### src/hdl/crc8rd_pkg.sv
`timescale 1ns / 1ps
// shared constants, codes, command/status structs and the crc-8 byte function
// for the chunked crc-8 read block; depends on nothing
package crc8rd_pkg;

  // frame size in data bytes, a power of two
  localparam int CHUNK_BYTES = 8;
  localparam int IDX_W       = (CHUNK_BYTES > 1) ? $clog2(CHUNK_BYTES) : 1;
  localparam int CNT_W       = $clog2(CHUNK_BYTES + 1);
  localparam int STEP_W      = $clog2(CHUNK_BYTES + 2);
  localparam int CHUNKS_W    = 16 - $clog2(CHUNK_BYTES);

  localparam int CFG_IDX_W  = 2;
  localparam int CFG_DATA_W = 16;

  // register indexes
  localparam logic [CFG_IDX_W-1:0] CFG_READ_CMD = 2'd0;
  localparam logic [CFG_IDX_W-1:0] CFG_ACK      = 2'd1;
  localparam logic [CFG_IDX_W-1:0] CFG_RETRY    = 2'd2;

  // input actions
  localparam logic [1:0] ACT_START = 2'd0;
  localparam logic [1:0] ACT_RECV  = 2'd1;
  localparam logic [1:0] ACT_LINK  = 2'd2;

  // result kinds
  localparam logic [1:0] KIND_TX   = 2'd0;
  localparam logic [1:0] KIND_DATA = 2'd1;
  localparam logic [1:0] KIND_DONE = 2'd2;

  // finish status
  localparam logic [1:0] FIN_OK       = 2'd0;
  localparam logic [1:0] FIN_LINK     = 2'd1;
  localparam logic [1:0] FIN_REJECT   = 2'd2;
  localparam logic [1:0] FIN_TAIL_BAD = 2'd3;

  // crc-8 maxim, contribution of each bit of (crc ^ byte)
  localparam logic [7:0] CRC_TAB [8] = '{
    8'h5e, 8'hbc, 8'h61, 8'hc2, 8'h9d, 8'h23, 8'h46, 8'h8c
  };

  typedef enum logic [3:0] {
    OP_CMD_HI  = 4'd0,
    OP_CMD_LO  = 4'd1,
    OP_ADDR_HI = 4'd2,
    OP_ADDR_LO = 4'd3,
    OP_LEN_HI  = 4'd4,
    OP_LEN_LO  = 4'd5,
    OP_TXCRC   = 4'd6,
    OP_ACK     = 4'd7,
    OP_RETRY   = 4'd8,
    OP_DATA    = 4'd9,
    OP_FINISH  = 4'd10
  } op_t;

  typedef struct packed {
    logic             start;
    logic             gather;
    logic             frame_clear;
    logic             load_chunks;
    logic             dec_chunks;
    logic             emit;
    op_t              op;
    logic [IDX_W-1:0] idx;
    logic [1:0]       fin_status;
    logic             last;
  } dp_cmd_t;

  typedef struct packed {
    logic             emit_ok;
    logic [CNT_W-1:0] byte_count;
    logic             crc_match;
    logic             rx_zero;
    logic             chunks_one;
    logic             len_has_chunks;
    logic [IDX_W-1:0] tail;
  } dp_stat_t;

  function automatic logic [7:0] crc8_byte(input logic [7:0] crc, input logic [7:0] b);
    logic [7:0] x;
    logic [7:0] r;
    x = crc ^ b;
    r = '0;
    for (int k = 0; k < 8; k++) begin
      if (x[k]) r = r ^ CRC_TAB[k];
    end
    return r;
  endfunction

endpackage

### src/hdl/crc8rd_ctrl.sv
`timescale 1ns / 1ps
// protocol controller: transfer phase, per-word decision and result sequencing
// depends on crc8rd_pkg
module crc8rd_ctrl
  import crc8rd_pkg::*;
(
  input  logic       clk,
  input  logic       rst,
  input  logic       in_valid,
  output logic       in_stall,
  input  logic [1:0] action,
  input  dp_stat_t   stat,
  output dp_cmd_t    cmd
);

  typedef enum logic [1:0] {
    S_IDLE = 2'b01,
    S_SEND = 2'b10
  } state_t;

  typedef enum logic [4:0] {
    PH_IDLE      = 5'b00001,
    PH_CMD_REPLY = 5'b00010,
    PH_REQ_REPLY = 5'b00100,
    PH_CHUNK     = 5'b01000,
    PH_TAIL      = 5'b10000
  } phase_t;

  typedef enum logic [2:0] {
    J_TXCMD = 3'd0,
    J_TXREQ = 3'd1,
    J_FIN   = 3'd2,
    J_GOOD  = 3'd3,
    J_BAD   = 3'd4
  } job_t;

  state_t           state, state_next;
  phase_t           phase, phase_next;
  job_t             job, job_new;
  logic [STEP_W-1:0] step, step_next;
  logic [CNT_W-1:0] data_n, n_new;
  logic             fin, fin_new;
  logic [1:0]       fin_status, status_new;
  logic             launch;
  logic             in_fire;

  assign in_stall = (state != S_IDLE);
  assign in_fire  = in_valid && !in_stall;

  always_comb begin
    cmd        = '0;
    cmd.op     = OP_FINISH;
    launch     = 1'b0;
    job_new    = J_FIN;
    n_new      = '0;
    fin_new    = 1'b0;
    status_new = FIN_OK;
    phase_next = phase;
    state_next = state;
    step_next  = step;

    // decision on an accepted word
    if (in_fire) begin
      case (action)
        ACT_START: begin
          if (phase == PH_IDLE) begin
            cmd.start  = 1'b1;
            launch     = 1'b1;
            job_new    = J_TXCMD;
            phase_next = PH_CMD_REPLY;
          end
        end
        ACT_LINK: begin
          if (phase != PH_IDLE) begin
            launch     = 1'b1;
            job_new    = J_FIN;
            status_new = FIN_LINK;
            phase_next = PH_IDLE;
          end
        end
        ACT_RECV: begin
          case (phase)
            PH_CMD_REPLY: begin
              launch     = 1'b1;
              job_new    = J_TXREQ;
              phase_next = PH_REQ_REPLY;
            end
            PH_REQ_REPLY: begin
              launch = 1'b1;
              if (!stat.rx_zero) begin
                job_new    = J_FIN;
                status_new = FIN_REJECT;
                phase_next = PH_IDLE;
              end else begin
                job_new         = J_GOOD;
                cmd.load_chunks = 1'b1;
                cmd.frame_clear = 1'b1;
                if (stat.len_has_chunks) begin
                  phase_next = PH_CHUNK;
                end else if (stat.tail != '0) begin
                  phase_next = PH_TAIL;
                end else begin
                  fin_new    = 1'b1;
                  phase_next = PH_IDLE;
                end
              end
            end
            PH_CHUNK: begin
              if (stat.byte_count < CNT_W'(CHUNK_BYTES)) begin
                cmd.gather = 1'b1;
              end else begin
                cmd.frame_clear = 1'b1;
                launch          = 1'b1;
                if (stat.crc_match) begin
                  job_new        = J_GOOD;
                  n_new          = CNT_W'(CHUNK_BYTES);
                  cmd.dec_chunks = 1'b1;
                  if (stat.chunks_one) begin
                    if (stat.tail != '0) begin
                      phase_next = PH_TAIL;
                    end else begin
                      fin_new    = 1'b1;
                      phase_next = PH_IDLE;
                    end
                  end
                end else begin
                  job_new = J_BAD;
                end
              end
            end
            PH_TAIL: begin
              if (stat.byte_count < CNT_W'(stat.tail)) begin
                cmd.gather = 1'b1;
              end else begin
                cmd.frame_clear = 1'b1;
                launch          = 1'b1;
                fin_new         = 1'b1;
                phase_next      = PH_IDLE;
                if (stat.crc_match) begin
                  job_new = J_GOOD;
                  n_new   = CNT_W'(stat.tail);
                end else begin
                  job_new    = J_BAD;
                  status_new = FIN_TAIL_BAD;
                end
              end
            end
            default: ;
          endcase
        end
        default: ;
      endcase
      if (launch) begin
        state_next = S_SEND;
        step_next  = '0;
      end
    end

    // one result per cycle while the output register can take it
    if (state == S_SEND && stat.emit_ok) begin
      cmd.emit       = 1'b1;
      cmd.idx        = step[IDX_W-1:0];
      cmd.fin_status = fin_status;
      case (job)
        J_TXCMD: begin
          case (step)
            STEP_W'(0): cmd.op = OP_CMD_HI;
            STEP_W'(1): cmd.op = OP_CMD_LO;
            default:    cmd.op = OP_TXCRC;
          endcase
          cmd.last = (step == STEP_W'(2));
        end
        J_TXREQ: begin
          case (step)
            STEP_W'(0): cmd.op = OP_ADDR_HI;
            STEP_W'(1): cmd.op = OP_ADDR_LO;
            STEP_W'(2): cmd.op = OP_LEN_HI;
            STEP_W'(3): cmd.op = OP_LEN_LO;
            default:    cmd.op = OP_TXCRC;
          endcase
          cmd.last = (step == STEP_W'(4));
        end
        J_GOOD: begin
          if (step < STEP_W'(data_n)) begin
            cmd.op = OP_DATA;
          end else if (step == STEP_W'(data_n)) begin
            cmd.op   = OP_ACK;
            cmd.last = !fin;
          end else begin
            cmd.op   = OP_FINISH;
            cmd.last = 1'b1;
          end
        end
        J_BAD: begin
          if (step == '0) begin
            cmd.op   = OP_RETRY;
            cmd.last = !fin;
          end else begin
            cmd.op   = OP_FINISH;
            cmd.last = 1'b1;
          end
        end
        default: begin
          cmd.op   = OP_FINISH;
          cmd.last = 1'b1;
        end
      endcase
      if (cmd.last) begin
        state_next = S_IDLE;
        step_next  = '0;
      end else begin
        step_next = step + STEP_W'(1);
      end
    end
  end

  always_ff @(posedge clk) begin
    if (rst) begin
      state      <= S_IDLE;
      phase      <= PH_IDLE;
      step       <= '0;
      job        <= J_FIN;
      data_n     <= '0;
      fin        <= 1'b0;
      fin_status <= FIN_OK;
    end else begin
      state <= state_next;
      phase <= phase_next;
      step  <= step_next;
      if (launch) begin
        job        <= job_new;
        data_n     <= n_new;
        fin        <= fin_new;
        fin_status <= status_new;
      end
    end
  end

  a_idle_recv_silent: assert property (@(posedge clk) disable iff (rst)
    in_fire && action == ACT_RECV && phase == PH_IDLE |=> state == S_IDLE)
    else $error("receive while idle started a result sequence");

  a_last_ends_job: assert property (@(posedge clk) disable iff (rst)
    cmd.emit && cmd.last |=> state == S_IDLE)
    else $error("sequence went on after its final result");

  a_step_bound: assert property (@(posedge clk) disable iff (rst)
    state == S_SEND |-> step <= STEP_W'(CHUNK_BYTES + 1))
    else $error("result step ran past the longest sequence");

  a_link_abort: assert property (@(posedge clk) disable iff (rst)
    in_fire && action == ACT_LINK && phase != PH_IDLE |=>
      phase == PH_IDLE && state == S_SEND)
    else $error("link error while busy did not abort");

endmodule

### src/hdl/crc8rd_dp.sv
`timescale 1ns / 1ps
// datapath: config registers, request latches, chunk store, crc units, counters
// and the result register; depends on crc8rd_pkg
module crc8rd_dp
  import crc8rd_pkg::*;
(
  input  logic                  clk,
  input  logic                  rst,
  input  logic                  cfg_write,
  input  logic [CFG_IDX_W-1:0]  cfg_index,
  input  logic [CFG_DATA_W-1:0] cfg_data,
  input  logic [15:0]           start_address,
  input  logic [15:0]           transfer_length,
  input  logic [7:0]            received_byte,
  input  dp_cmd_t               cmd,
  output dp_stat_t              stat,
  output logic                  out_valid,
  input  logic                  out_stall,
  output logic [1:0]            kind,
  output logic [7:0]            byte_value,
  output logic [15:0]           data_offset,
  output logic [1:0]            status,
  output logic                  last
);

  logic [15:0]         read_cmd;
  logic [7:0]          ack_code;
  logic [7:0]          retry_code;
  logic [15:0]         address_latch;
  logic [15:0]         length_latch;
  logic [CHUNKS_W-1:0] chunks_left;
  logic [15:0]         delivered_offset;
  logic [CNT_W-1:0]    byte_count;
  logic [7:0]          running_crc;
  logic [7:0]          tx_crc;
  logic [7:0]          chunk_store [CHUNK_BYTES];
  logic [7:0]          sel_byte;

  assign stat.emit_ok        = !out_valid || !out_stall;
  assign stat.byte_count     = byte_count;
  assign stat.crc_match      = (received_byte == running_crc);
  assign stat.rx_zero        = (received_byte == 8'd0);
  assign stat.chunks_one     = (chunks_left == CHUNKS_W'(1));
  assign stat.len_has_chunks = ((length_latch >> IDX_W) != 16'd0);
  assign stat.tail           = length_latch[IDX_W-1:0];

  always_ff @(posedge clk) begin
    if (rst) begin
      read_cmd   <= '0;
      ack_code   <= 8'd0;
      retry_code <= 8'd1;
    end else if (cfg_write) begin
      case (cfg_index)
        CFG_READ_CMD: read_cmd   <= cfg_data[15:0];
        CFG_ACK:      ack_code   <= cfg_data[7:0];
        CFG_RETRY:    retry_code <= cfg_data[7:0];
        default: ;
      endcase
    end
  end

  always_comb begin
    case (cmd.op)
      OP_CMD_HI:  sel_byte = read_cmd[15:8];
      OP_CMD_LO:  sel_byte = read_cmd[7:0];
      OP_ADDR_HI: sel_byte = address_latch[15:8];
      OP_ADDR_LO: sel_byte = address_latch[7:0];
      OP_LEN_HI:  sel_byte = length_latch[15:8];
      OP_LEN_LO:  sel_byte = length_latch[7:0];
      OP_TXCRC:   sel_byte = tx_crc;
      OP_ACK:     sel_byte = ack_code;
      OP_RETRY:   sel_byte = retry_code;
      OP_DATA:    sel_byte = chunk_store[cmd.idx];
      default:    sel_byte = 8'd0;
    endcase
  end

  always_ff @(posedge clk) begin
    if (rst) begin
      address_latch    <= '0;
      length_latch     <= '0;
      chunks_left      <= '0;
      delivered_offset <= '0;
      byte_count       <= '0;
      running_crc      <= '0;
      tx_crc           <= '0;
    end else begin
      if (cmd.start) begin
        address_latch    <= start_address;
        length_latch     <= transfer_length;
        delivered_offset <= '0;
        chunks_left      <= '0;
      end
      if (cmd.load_chunks) begin
        chunks_left <= CHUNKS_W'(length_latch >> IDX_W);
      end else if (cmd.dec_chunks && chunks_left != '0) begin
        chunks_left <= chunks_left - CHUNKS_W'(1);
      end
      if (cmd.start || cmd.frame_clear) begin
        byte_count  <= '0;
        running_crc <= '0;
      end else if (cmd.gather) begin
        byte_count  <= byte_count + CNT_W'(1);
        running_crc <= crc8_byte(running_crc, received_byte);
      end
      if (cmd.emit) begin
        // header crc runs over transmitted frame bytes, cleared once sent
        if (cmd.op inside {OP_CMD_HI, OP_CMD_LO, OP_ADDR_HI, OP_ADDR_LO,
                           OP_LEN_HI, OP_LEN_LO}) begin
          tx_crc <= crc8_byte(tx_crc, sel_byte);
        end else if (cmd.op == OP_TXCRC) begin
          tx_crc <= '0;
        end
        if (cmd.op == OP_DATA) begin
          delivered_offset <= delivered_offset + 16'd1;
        end
      end
    end
  end

  always_ff @(posedge clk) begin
    if (cmd.gather) begin
      chunk_store[byte_count[IDX_W-1:0]] <= received_byte;
    end
  end

  always_ff @(posedge clk) begin
    if (rst) begin
      out_valid <= 1'b0;
    end else if (cmd.emit) begin
      out_valid <= 1'b1;
    end else if (!out_stall) begin
      out_valid <= 1'b0;
    end
  end

  always_ff @(posedge clk) begin
    if (cmd.emit) begin
      byte_value  <= sel_byte;
      last        <= cmd.last;
      data_offset <= (cmd.op == OP_DATA) ? delivered_offset : 16'd0;
      status      <= (cmd.op == OP_FINISH) ? cmd.fin_status : FIN_OK;
      case (cmd.op)
        OP_DATA:   kind <= KIND_DATA;
        OP_FINISH: kind <= KIND_DONE;
        default:   kind <= KIND_TX;
      endcase
    end
  end

endmodule

### src/hdl/chunked_read_crc8_ack_retry.sv
`timescale 1ns / 1ps
// top level of the chunked crc-8 read host: controller plus datapath
// depends on crc8rd_pkg, crc8rd_ctrl, crc8rd_dp
//
//  channel  | handshake               | payload
//  ---------+-------------------------+---------------------------------------------
//  input    | in_valid / in_stall     | action, start_address, transfer_length,
//           |                         | received_byte
//  output   | out_valid / out_stall   | kind, byte_value, data_offset, status, last
//  config   | cfg_write               | cfg_index, cfg_data
//
// an accepted word that causes results holds the input until its last result is issued;
// gathered data bytes cause no result and leave the input free; the controller fills
// the single result register one word a cycle while the output side keeps up
// in_stall is high while a result sequence is being issued; out_stall holds the
// result register and pauses the sequence without losing a word
// rst is synchronous, active high: phase idle, counters and crcs zero, ack code 0,
// retry code 1, read command 0; the chunk store holds no reset value
module chunked_read_crc8_ack_retry
  import crc8rd_pkg::*;
(
  input  logic                  clk,
  input  logic                  rst,
  // configuration
  input  logic                  cfg_write,
  input  logic [CFG_IDX_W-1:0]  cfg_index,
  input  logic [CFG_DATA_W-1:0] cfg_data,
  // input words
  input  logic                  in_valid,
  output logic                  in_stall,
  input  logic [1:0]            action,
  input  logic [15:0]           start_address,
  input  logic [15:0]           transfer_length,
  input  logic [7:0]            received_byte,
  // result words
  output logic                  out_valid,
  input  logic                  out_stall,
  output logic [1:0]            kind,
  output logic [7:0]            byte_value,
  output logic [15:0]           data_offset,
  output logic [1:0]            status,
  output logic                  last
);

  // controller commands the datapath, datapath reports counters and compares
  dp_cmd_t  cmd;
  dp_stat_t stat;

  crc8rd_ctrl u_ctrl (
    .clk      (clk),
    .rst      (rst),
    .in_valid (in_valid),
    .in_stall (in_stall),
    .action   (action),
    .stat     (stat),
    .cmd      (cmd)
  );

  // holds the chunk store, both crc registers and the result register
  crc8rd_dp u_dp (
    .clk             (clk),
    .rst             (rst),
    .cfg_write       (cfg_write),
    .cfg_index       (cfg_index),
    .cfg_data        (cfg_data),
    .start_address   (start_address),
    .transfer_length (transfer_length),
    .received_byte   (received_byte),
    .cmd             (cmd),
    .stat            (stat),
    .out_valid       (out_valid),
    .out_stall       (out_stall),
    .kind            (kind),
    .byte_value      (byte_value),
    .data_offset     (data_offset),
    .status          (status),
    .last            (last)
  );

endmodule
### config.mk
export PLATFORM = sky130hd
export DESIGN_NAME = chunked_read_crc8_ack_retry
export DESIGN_NICKNAME = d
export VERILOG_FILES = /design/src/hdl/crc8rd_pkg.sv /design/src/hdl/crc8rd_ctrl.sv /design/src/hdl/crc8rd_dp.sv /design/src/hdl/chunked_read_crc8_ack_retry.sv
export SDC_FILE = /design/constraint.sdc
export NUM_CORES = 1
export LEC_CHECK = 0
export ABC_AREA = 1
export BUFFER_PORTS_ARGS = -buffer_cell sky130_fd_sc_hd__buf_4
export CAP_MARGIN = 40
export CORE_ASPECT_RATIO = 0.8
export CORE_MARGIN = 2
export CORE_UTILIZATION = 60
export CTS_CLUSTER_DIAMETER = 50
export CTS_CLUSTER_SIZE = 20
export DETAILED_ROUTE_END_ITERATION = 8
export GPL_TIMING_DRIVEN = 1
export PLACE_DENSITY_LB_ADDON = 0.12
export RECOVER_POWER = 50
export SLEW_MARGIN = 20
export SYNTH_ARGS = -nofsm -noshare
export SYNTH_HDL_FRONTEND = slang
export SYNTH_SLANG_ARGS = --single-unit
### constraint.sdc
create_clock -name clk -period 4.1 [get_ports clk]
set_clock_uncertainty 0.15 [all_clocks]
set_input_delay 0 -clock clk [delete_from_list [all_inputs] [get_ports clk]]
set_output_delay 0 -clock clk [all_outputs]
set_load 0.01 [all_outputs]
==> run summary, run 1 <==
The number of buffers added on ports is 95. The synthesized netlist contains 54 unique library cells. Across all register-to-register paths, the minimum setup slack is 0.64 ns. Relative to the synthesized area, the layout overhead comes to 19.3%.

The pre-antenna-repair detailed-routing pass consisted of 9 iterations. The number of global-route vias before repair is 9775. In the post-synthesis netlist, the biggest area contributors are edfxtp_1 24%, dfxtp_1 23%, nand2_1 9.5%, nor2_1 6.7%, o21ai_0 4.7%. The tightest hold path in the finished design has a slack of 0.0927 ns. The run gives 0 as the final-report setup violation count. For the pin with the worst max-slew slack, the measured transition is 1.52 ns.

The power density over the cells came out at 357 nW/µm². The checks that failed: max-capacitance violations, max-slew violations. The area used by multi-input combinational logic was 5140 µm². The half-perimeter wire length after placement is 22.0 mm, and the total standard cell area after synthesis is 11500 µm².

The worst relative slew slack is -1.55%, and the final period demand of the worst path is 3.56 ns. Registers take 5500 µm². For the worst endpoint data arrival time, the log shows 3.83 ns. The run gives 0 as the number of antenna violations at the first check in global routing. Synthesis handed over a netlist of 1444 instances.

Number of buffers added by the clock tree synthesis step: 20. Summing all placed instances gives a cell area of 12400 µm². The largest area contributor in the netlist is edfxtp_1. Across the run, the number of max-cap violations was 2.

The share of async-settable or async-resettable flops after synthesis was 0%. The worst setup path category is input port to register. The die width is 159 µm. The repair_antennas step left the layout with diodes totalling 0. The cell area after layout is 13700 µm². After clock tree synthesis, the clock-pin slew on the worst setup and hold paths is 0.08 ns. Level count of the clock H-tree: 1.

The run gives 1532 as the layout filler cell count. By instance count, the leading cell after synthesis is nand2_1. The data required time at the worst endpoint was 4.38 ns. At the end of the flow, the number of nets in the layout was 1698. The flow ran to the end, but the final reports show violations. The initial utilization of the core area, before any placement, comes to 60.9%. Of the synthesized area, sequential elements account for 47.7%.

The worst-case vdd ir drop is 0.316 mV, and the first-pass GRT wire length is 51.3 mm. Cell internal power was estimated by the tool at 3.62 mW. Dividing the final minimum period by the clock period gives 86.8%. The cell count of the worst hold path was 4; the count of warnings emitted by yosys was 0. The average instance in the mapped netlist occupies 7.97 µm². The worst hold path belongs to the class input port to register. For this block, the routed nets add up to 32.3 mm of wire. After synthesis, the largest area contributor takes up 24.3% of total cell area. Die area: 20300 µm².

The congestion estimate from routability-driven global placement came to 0.966. Entering global routing, the biggest net connects 59 pins. TritonCTS built the clock tree. The run gives 77 as the post-cts hold buffer count. Via density per instance: 5.67. The number of sinks on the clock net came out at 228. The run gives 18900 µm² as the core footprint. The worst register-to-register path begins at u_ctrl.step[2]. 96 I/O pins were placed. Of all nets on the critical path, the largest fanout is 50. The number of slew-limit violations in the final report was 90; the highest achievable clock rate was 281 MHz. The leakage power summed over all cells was 5.58 nW. The tools report the worst min-delay path startpoint as transfer_length[7].

The most used flip-flop cell after synthesis is dfxtp_1. Setup repair after global routing left no endpoint under its margin. The starting DRC count in detailed routing is 1121. In the global route stage, overall resource usage came out at 31.5%. The final core area utilization is 72.6%. The worst hold path terminates at u_dp.length_latch[7]. After clock tree synthesis, the setup repair step added 0 buffers.

In this run the power spent charging and discharging nets is 1.28 mW. The part of the total power dissipated in sequential elements was 50.2%. Post-CTS repair changed the size of 0 cells.

The clock passes through at most 3 buffers. The later pin in the worst-skew pair is clocked with a latency of 0.51 ns. The logs give 45 for the row count and 40.5% for the clock network fraction of design power. The run gives 0 as the count of final hold-check violations. In this run switching power makes up 26.2% of total power. The flip-flop and latch count after synthesis is 228. STA classifies the critical path endpoint as a register. Counting every net in the synthesized netlist gives 1528. In the final routed layout, each cell accounts on average for 17.1 µm. The count of nets left with antenna violations once routing finished came out at 0.

The clock tree root buffer cell is clkbuf_16. The tools report the capture instance of the worst register-to-register path as u_dp.tx_crc[1]. Counting cells, the worst reg-to-reg path comes to 24. Setup total negative slack on the finished layout was measured at 0 ns.

The tools report the routed via count as 10.7k. Summed over all layers, the global routing overflow is 0. For this run, design rule violations remaining after detail routing come to 0. Combinational logic is responsible for 9.3% of the overall power.

The share of layout cells above drive strength 1 was 11.8%. The height of the die was 128 µm. The worst setup path is launched from an input port. The commonest cells after synthesis are 291 x nand2_1, 205 x nor2_1, 135 x dfxtp_1.

The count of flip-flops with a built-in enable after synthesis came out at 93.
worst max-delay path: stages:
cell and delay, ns:
dlygate4sd3_1 0.53, buf_4 0.28, inv_1 1.14, clkbuf_1 1.19, o21ai_0 0.45, a21oi_1 0.23
metrics by stage:
stage	cells	total power, mW	setup slack [ns]
floorplan	1444	2.74	1.21
global placement	1772	2.89	0.845
detailed placement	1773	2.90	0.730
CTS	1886	4.90	0.704
global route	1886	5.06	0.287
finish	1886	4.90	0.542
cells by family after synthesis:
logic type | share of synthesized area [%]
xor+xnor | 2.36
fa+ha+maj | 2.06
compound gates | 11.4
flops | 47.7
simple gates | 29.0
buf+inv | 7.54
sequential cells by signal, summed over array words and instances (netlist names), 5 cells and up:
register               count
u_dp.delivered_offset     16
u_dp.tx_crc                8
u_dp.ack_code              8
u_dp.address_latch        16
u_dp.data_offset          16
u_ctrl.phase               5
u_dp.running_crc           8
u_dp.retry_code            8
u_dp.length_latch         16
u_dp.read_cmd             16
u_dp.chunk_store          64
u_dp.byte_value            8
u_dp.chunks_left          13
placed cells by master, fill, tap and decap left out, types with 71 or more instances in the layout:
cell type and n:
o21ai_0 108, a21oi_1 71, edfxtp_1 93, dfxtp_1 135
dlygate4sd3_1 77, nand3_1 95, nand2_1 292, buf_4 75
nor2_1 206, inv_1 132
worst max path at each step:
stage                            start                      to  slack (ns)  depth (start not counted)
floorplan           u_dp.byte_count[1]  u_dp.chunk_store[1][0]        1.21                         11
global placement        u_ctrl.step[2]          u_dp.tx_crc[1]        0.85                         23
detailed placement      u_ctrl.step[2]          u_dp.tx_crc[6]        0.73                         22
CTS                     u_ctrl.step[2]          u_dp.tx_crc[6]        0.70                         22
global route                       rst   u_dp.length_latch[12]        0.29                          6
finish                             rst   u_dp.length_latch[12]        0.54                          6
area by class of cell:
class / count / area share [%]
repair buffers: 194 / 10.9
inverters: 155 / 4.27
multi-input cells: 1015 / 37.4
flip-flops and latches: 228 / 40.0
clock inverters: 11 / 0.966
clock buffers: 25 / 4.08
well taps: 258 / 2.35
power by group through the flow:
| stage | combinational (mW) | sequential [mW] | clock (mW) |
|---|---|---|---|
| 2_1_floorplan | 0.244 | 2.49 | 0 |
| 3_3_place_gp | 0.382 | 2.51 | 0 |
| 3_5_place_dp | 0.389 | 2.51 | 0 |
| 4_1_cts | 0.448 | 2.46 | 2.00 |
| 5_1_grt | 0.499 | 2.47 | 2.09 |
| 6_report | 0.453 | 2.46 | 1.98 |
routing by layer:
metal | global-route usage, % | vias up | share of wire (%)
li1 | - | 5171 | -
met1 | 46.3 | 4933 | 45
met2 | 49.1 | 502 | 43
met3 | 4.59 | 93 | 8.8
met4 | 8.72 | 0 | 2.9
met5 | 0 | - | 0
No activity file was read; power rests on OpenSTA's default activity.
==> inputs of run 2 (changes only) <==
BUFFER_PORTS_ARGS = default   (was -buffer_cell sky130_fd_sc_hd__buf_4)
DONT_BUFFER_PORTS = 1   (was default)
PLACE_DENSITY = 0.8   (was default)
PLACE_DENSITY_LB_ADDON = default   (was 0.12)
==> run 2 against run 1 <==
Effect of this change: the run still ends with max-capacitance violations, max-slew violations left; combinational power decreased by 11%; clock power is essentially flat; flip-flop and latch count unchanged; via count down 3.5%; wire length shrank 5.0%; worst setup slack worse by 0.14 ns; register-to-register slack got worse by 0.20 ns; critical path depth up 1; sequential share of layout area rose by 1.6 points; final cell count down 5.0%; maximum frequency decreased by 3.8%; critical path type unchanged; critical endpoint is now u_dp.length_latch[3]; largest cell class unchanged.
==> run summary, run 2 (same netlist as run 1, synthesis figures left out) <==
The area added between synthesis and finish works out to 14.6%. The tree is rooted in a clkbuf_16. The final reports fail on max-capacitance violations, max-slew violations.

Prior to clock tree synthesis, the placed netlist has a worst setup slack of 0.585 ns. Port buffering added 0 buffers. The top cell types in the final layout, fill and taps aside, are 291 x nand2_1, 205 x nor2_1, 135 x dfxtp_1. For this configuration, the core starts out at a cell density of 60.9%. The count of final hold-check violations came out at 0.

The endpoint of the worst hold-timing path is u_dp.address_latch[13]. For the worst setup path, the data required time is 4.39 ns. At the end of routability-driven placement, the weighted congestion stood at 0.947. The level count of the clock H-tree was 1; the fraction of the cycle the final worst path needs was 90.2%. The library cell used most frequently in the layout, excluding fill and tap cells, is nand2_1. Worst-case vdd ir drop: 0.441 mV. The worst relative slew slack is -5.95%.

The later pin in the worst-skew pair is clocked with a latency of 0.51 ns. The tools report the number of max-cap violations as 1. In this run the most critical hold path is launched from start_address[13].

After detailed routing, the average wire length per cell comes to 17.1 µm. For the number of antenna violations at the first check in global routing, the log shows 0. In this run the horizontal extent of the chip is 159 µm. After clock tree synthesis, the setup repair step added 0 buffers.

Adding up every negative setup slack in the final design gives 0 ns. The worst setup path category is input port to register. The tools report the capture instance of the worst register-to-register path as u_ctrl.step[2]. The total detailed-routing wirelength came out at 30.7 mm. Global routing used 29.5% of the available tracks across all layers. The number of global-route vias before repair is 9456.

The element type at the critical path start is an input port. The global-route met3 utilization was 5.63%. Of all nets on the critical path, the largest fanout is 41. For met2 alone, demand over resource in global routing was 47.2%. After the first detailed-routing iteration, the DRC count stood at 1296. The half-perimeter wire length after placement came out at 20.5 mm.

The tools report the overall overflow remaining after global route as 0. The min-delay analysis places its worst path in the category input port to register. The run gives 45 as the row count.

The core footprint was 18900 µm²; the maximum number of pins on one net before global-route repair was 42. The clock passes through at most 3 buffers. For this design the top-level I/O count stands at 96.

The register with the most flip-flops in the layout has 64 of them. Setup violations remaining at the end of the flow were counted as 0. In this run the register-to-register setup slack is 0.44 ns. The final critical-path setup slack is 0.401 ns. The tools report the area taken by flip-flops and latches as 5500 µm². Setup repair after global routing left no endpoint under its margin. The tree built by TritonCTS fans out to 228 sinks. Transition time of the tightest slew-check pin: 1.59 ns.

Once detail routing completed, the nets flagged for antenna violations numbered 0. The routed via count is 10.3k, and the number of iterations in the first detailed-routing pass is 5. The run gives 0 as the post-detailed-route DRC marker count. The tools report the layout filler cell count as 1446. The layer flagged by global routing as most heavily used is met2.

The worst-case reg-to-reg path depth was 13. For the area used by multi-input combinational logic, the log shows 5150 µm². The startpoint identified for the worst register-to-register timing path is u_dp.length_latch[1]. The global-route track usage on met1 came out at 41.7%. The worst endpoint data arrival time is 3.99 ns. For this run, the top clock speed supported by timing is 270 MHz. TritonCTS built the clock tree. The die area was 20300 µm². STA classifies the critical path endpoint as a register.

Power spread over the standard cell area amounts to 367 nW/µm². The clock slew seen by the registers of the worst setup and hold paths was 0.08 ns. Along the worst hold path, the cell count comes to 3. The run finished, with violations left.

The final period demand of the worst path works out to 3.70 ns. The first-pass GRT wire length is 48.9 mm, and the leakage power summed over all cells is 5.26 nW. 0 antenna diodes ended up in the layout.

Cells with a size suffix above 1 make up 9.00% of the layout. The net count of the finished layout is 1603. The number of slew-limit violations in the final report was 42. The run gives 20 as the number of buffers added by the clock tree synthesis step. The die is 128 µm tall. Using the TritonRoute via totals, the vias-per-cell ratio works out to 5.76.
run 2: cell types whose count changed in the layout (fill, tap and decap cells not counted), sizes merged:
cell | before | now
clkinvlp | 0 | 1
clkinv | 11 | 9
clkbuf | 66 | 26
inv | 155 | 158
buf | 76 | 19
run 2: where the power goes:
part	switching, mW	internal [mW]
registers	0.0444	2.41
logic	0.259	0.143
clock network	0.936	1.04
run 2: metal layers:
layer,vias to the layer above,part of all wire [%],wire [µm]
met5,-,0,0
met4,0,2.9,877
met3,80,9.1,2790
met2,501,45,13700
met1,4776,43,13300
li1,4964,-,-
run 2: timing repair:
action / in CTS / in global routing
gates resized for setup: 0 / 0
hold buffers: 78 / 0
endpoints found under the hold margin: 192 / 0
run 2: worst max-delay path by stage:
stage                               from                      to  slack [ns]  cells past startpoint
floorplan             u_dp.byte_count[1]  u_dp.chunk_store[1][0]        1.21                     11
global placement          u_ctrl.step[2]          u_dp.tx_crc[6]        0.65                     22
detailed placement        u_ctrl.step[2]          u_dp.tx_crc[1]        0.58                     22
CTS                 u_dp.length_latch[1]          u_ctrl.step[2]        0.55                     13
global route          u_dp.byte_count[1]          u_ctrl.step[2]        0.03                     12
finish                               rst    u_dp.length_latch[3]        0.40                      7
run 2: final cells by class:
type	instances	area share, %
clock buffers	23	4.28
clock inverters	13	1.03
inverters	155	4.45
multi-input cells	1015	39.0
flip-flops and latches	228	41.7
well taps	258	2.45
repair buffers	99	7.09
run 2: critical path: stages:
cell and delay [ns]:
dlygate4sd3_1 0.60, buf_12 0.21, inv_1 0.44, clkbuf_1 1.20, clkbuf_1 0.88, o21ai_0 0.43
a21oi_1 0.21
run 2: per-stage QoR:
stage / util, % / power (mW) / hold slack, ns / std cells / instance area [µm²]
finish: 69.7 / 4.84 / 0.0172 / 1791 / 13200
global route: 69.7 / 4.99 / 0.0218 / 1791 / 13200
CTS: 69.8 / 4.84 / 0.00331 / 1790 / 13200
detailed placement: 61.9 / 2.81 / -0.0671 / 1676 / 11700
global placement: 61.8 / 2.80 / -0.0691 / 1674 / 11700
floorplan: - / 2.74 / -0.0511 / 1444 / 11500
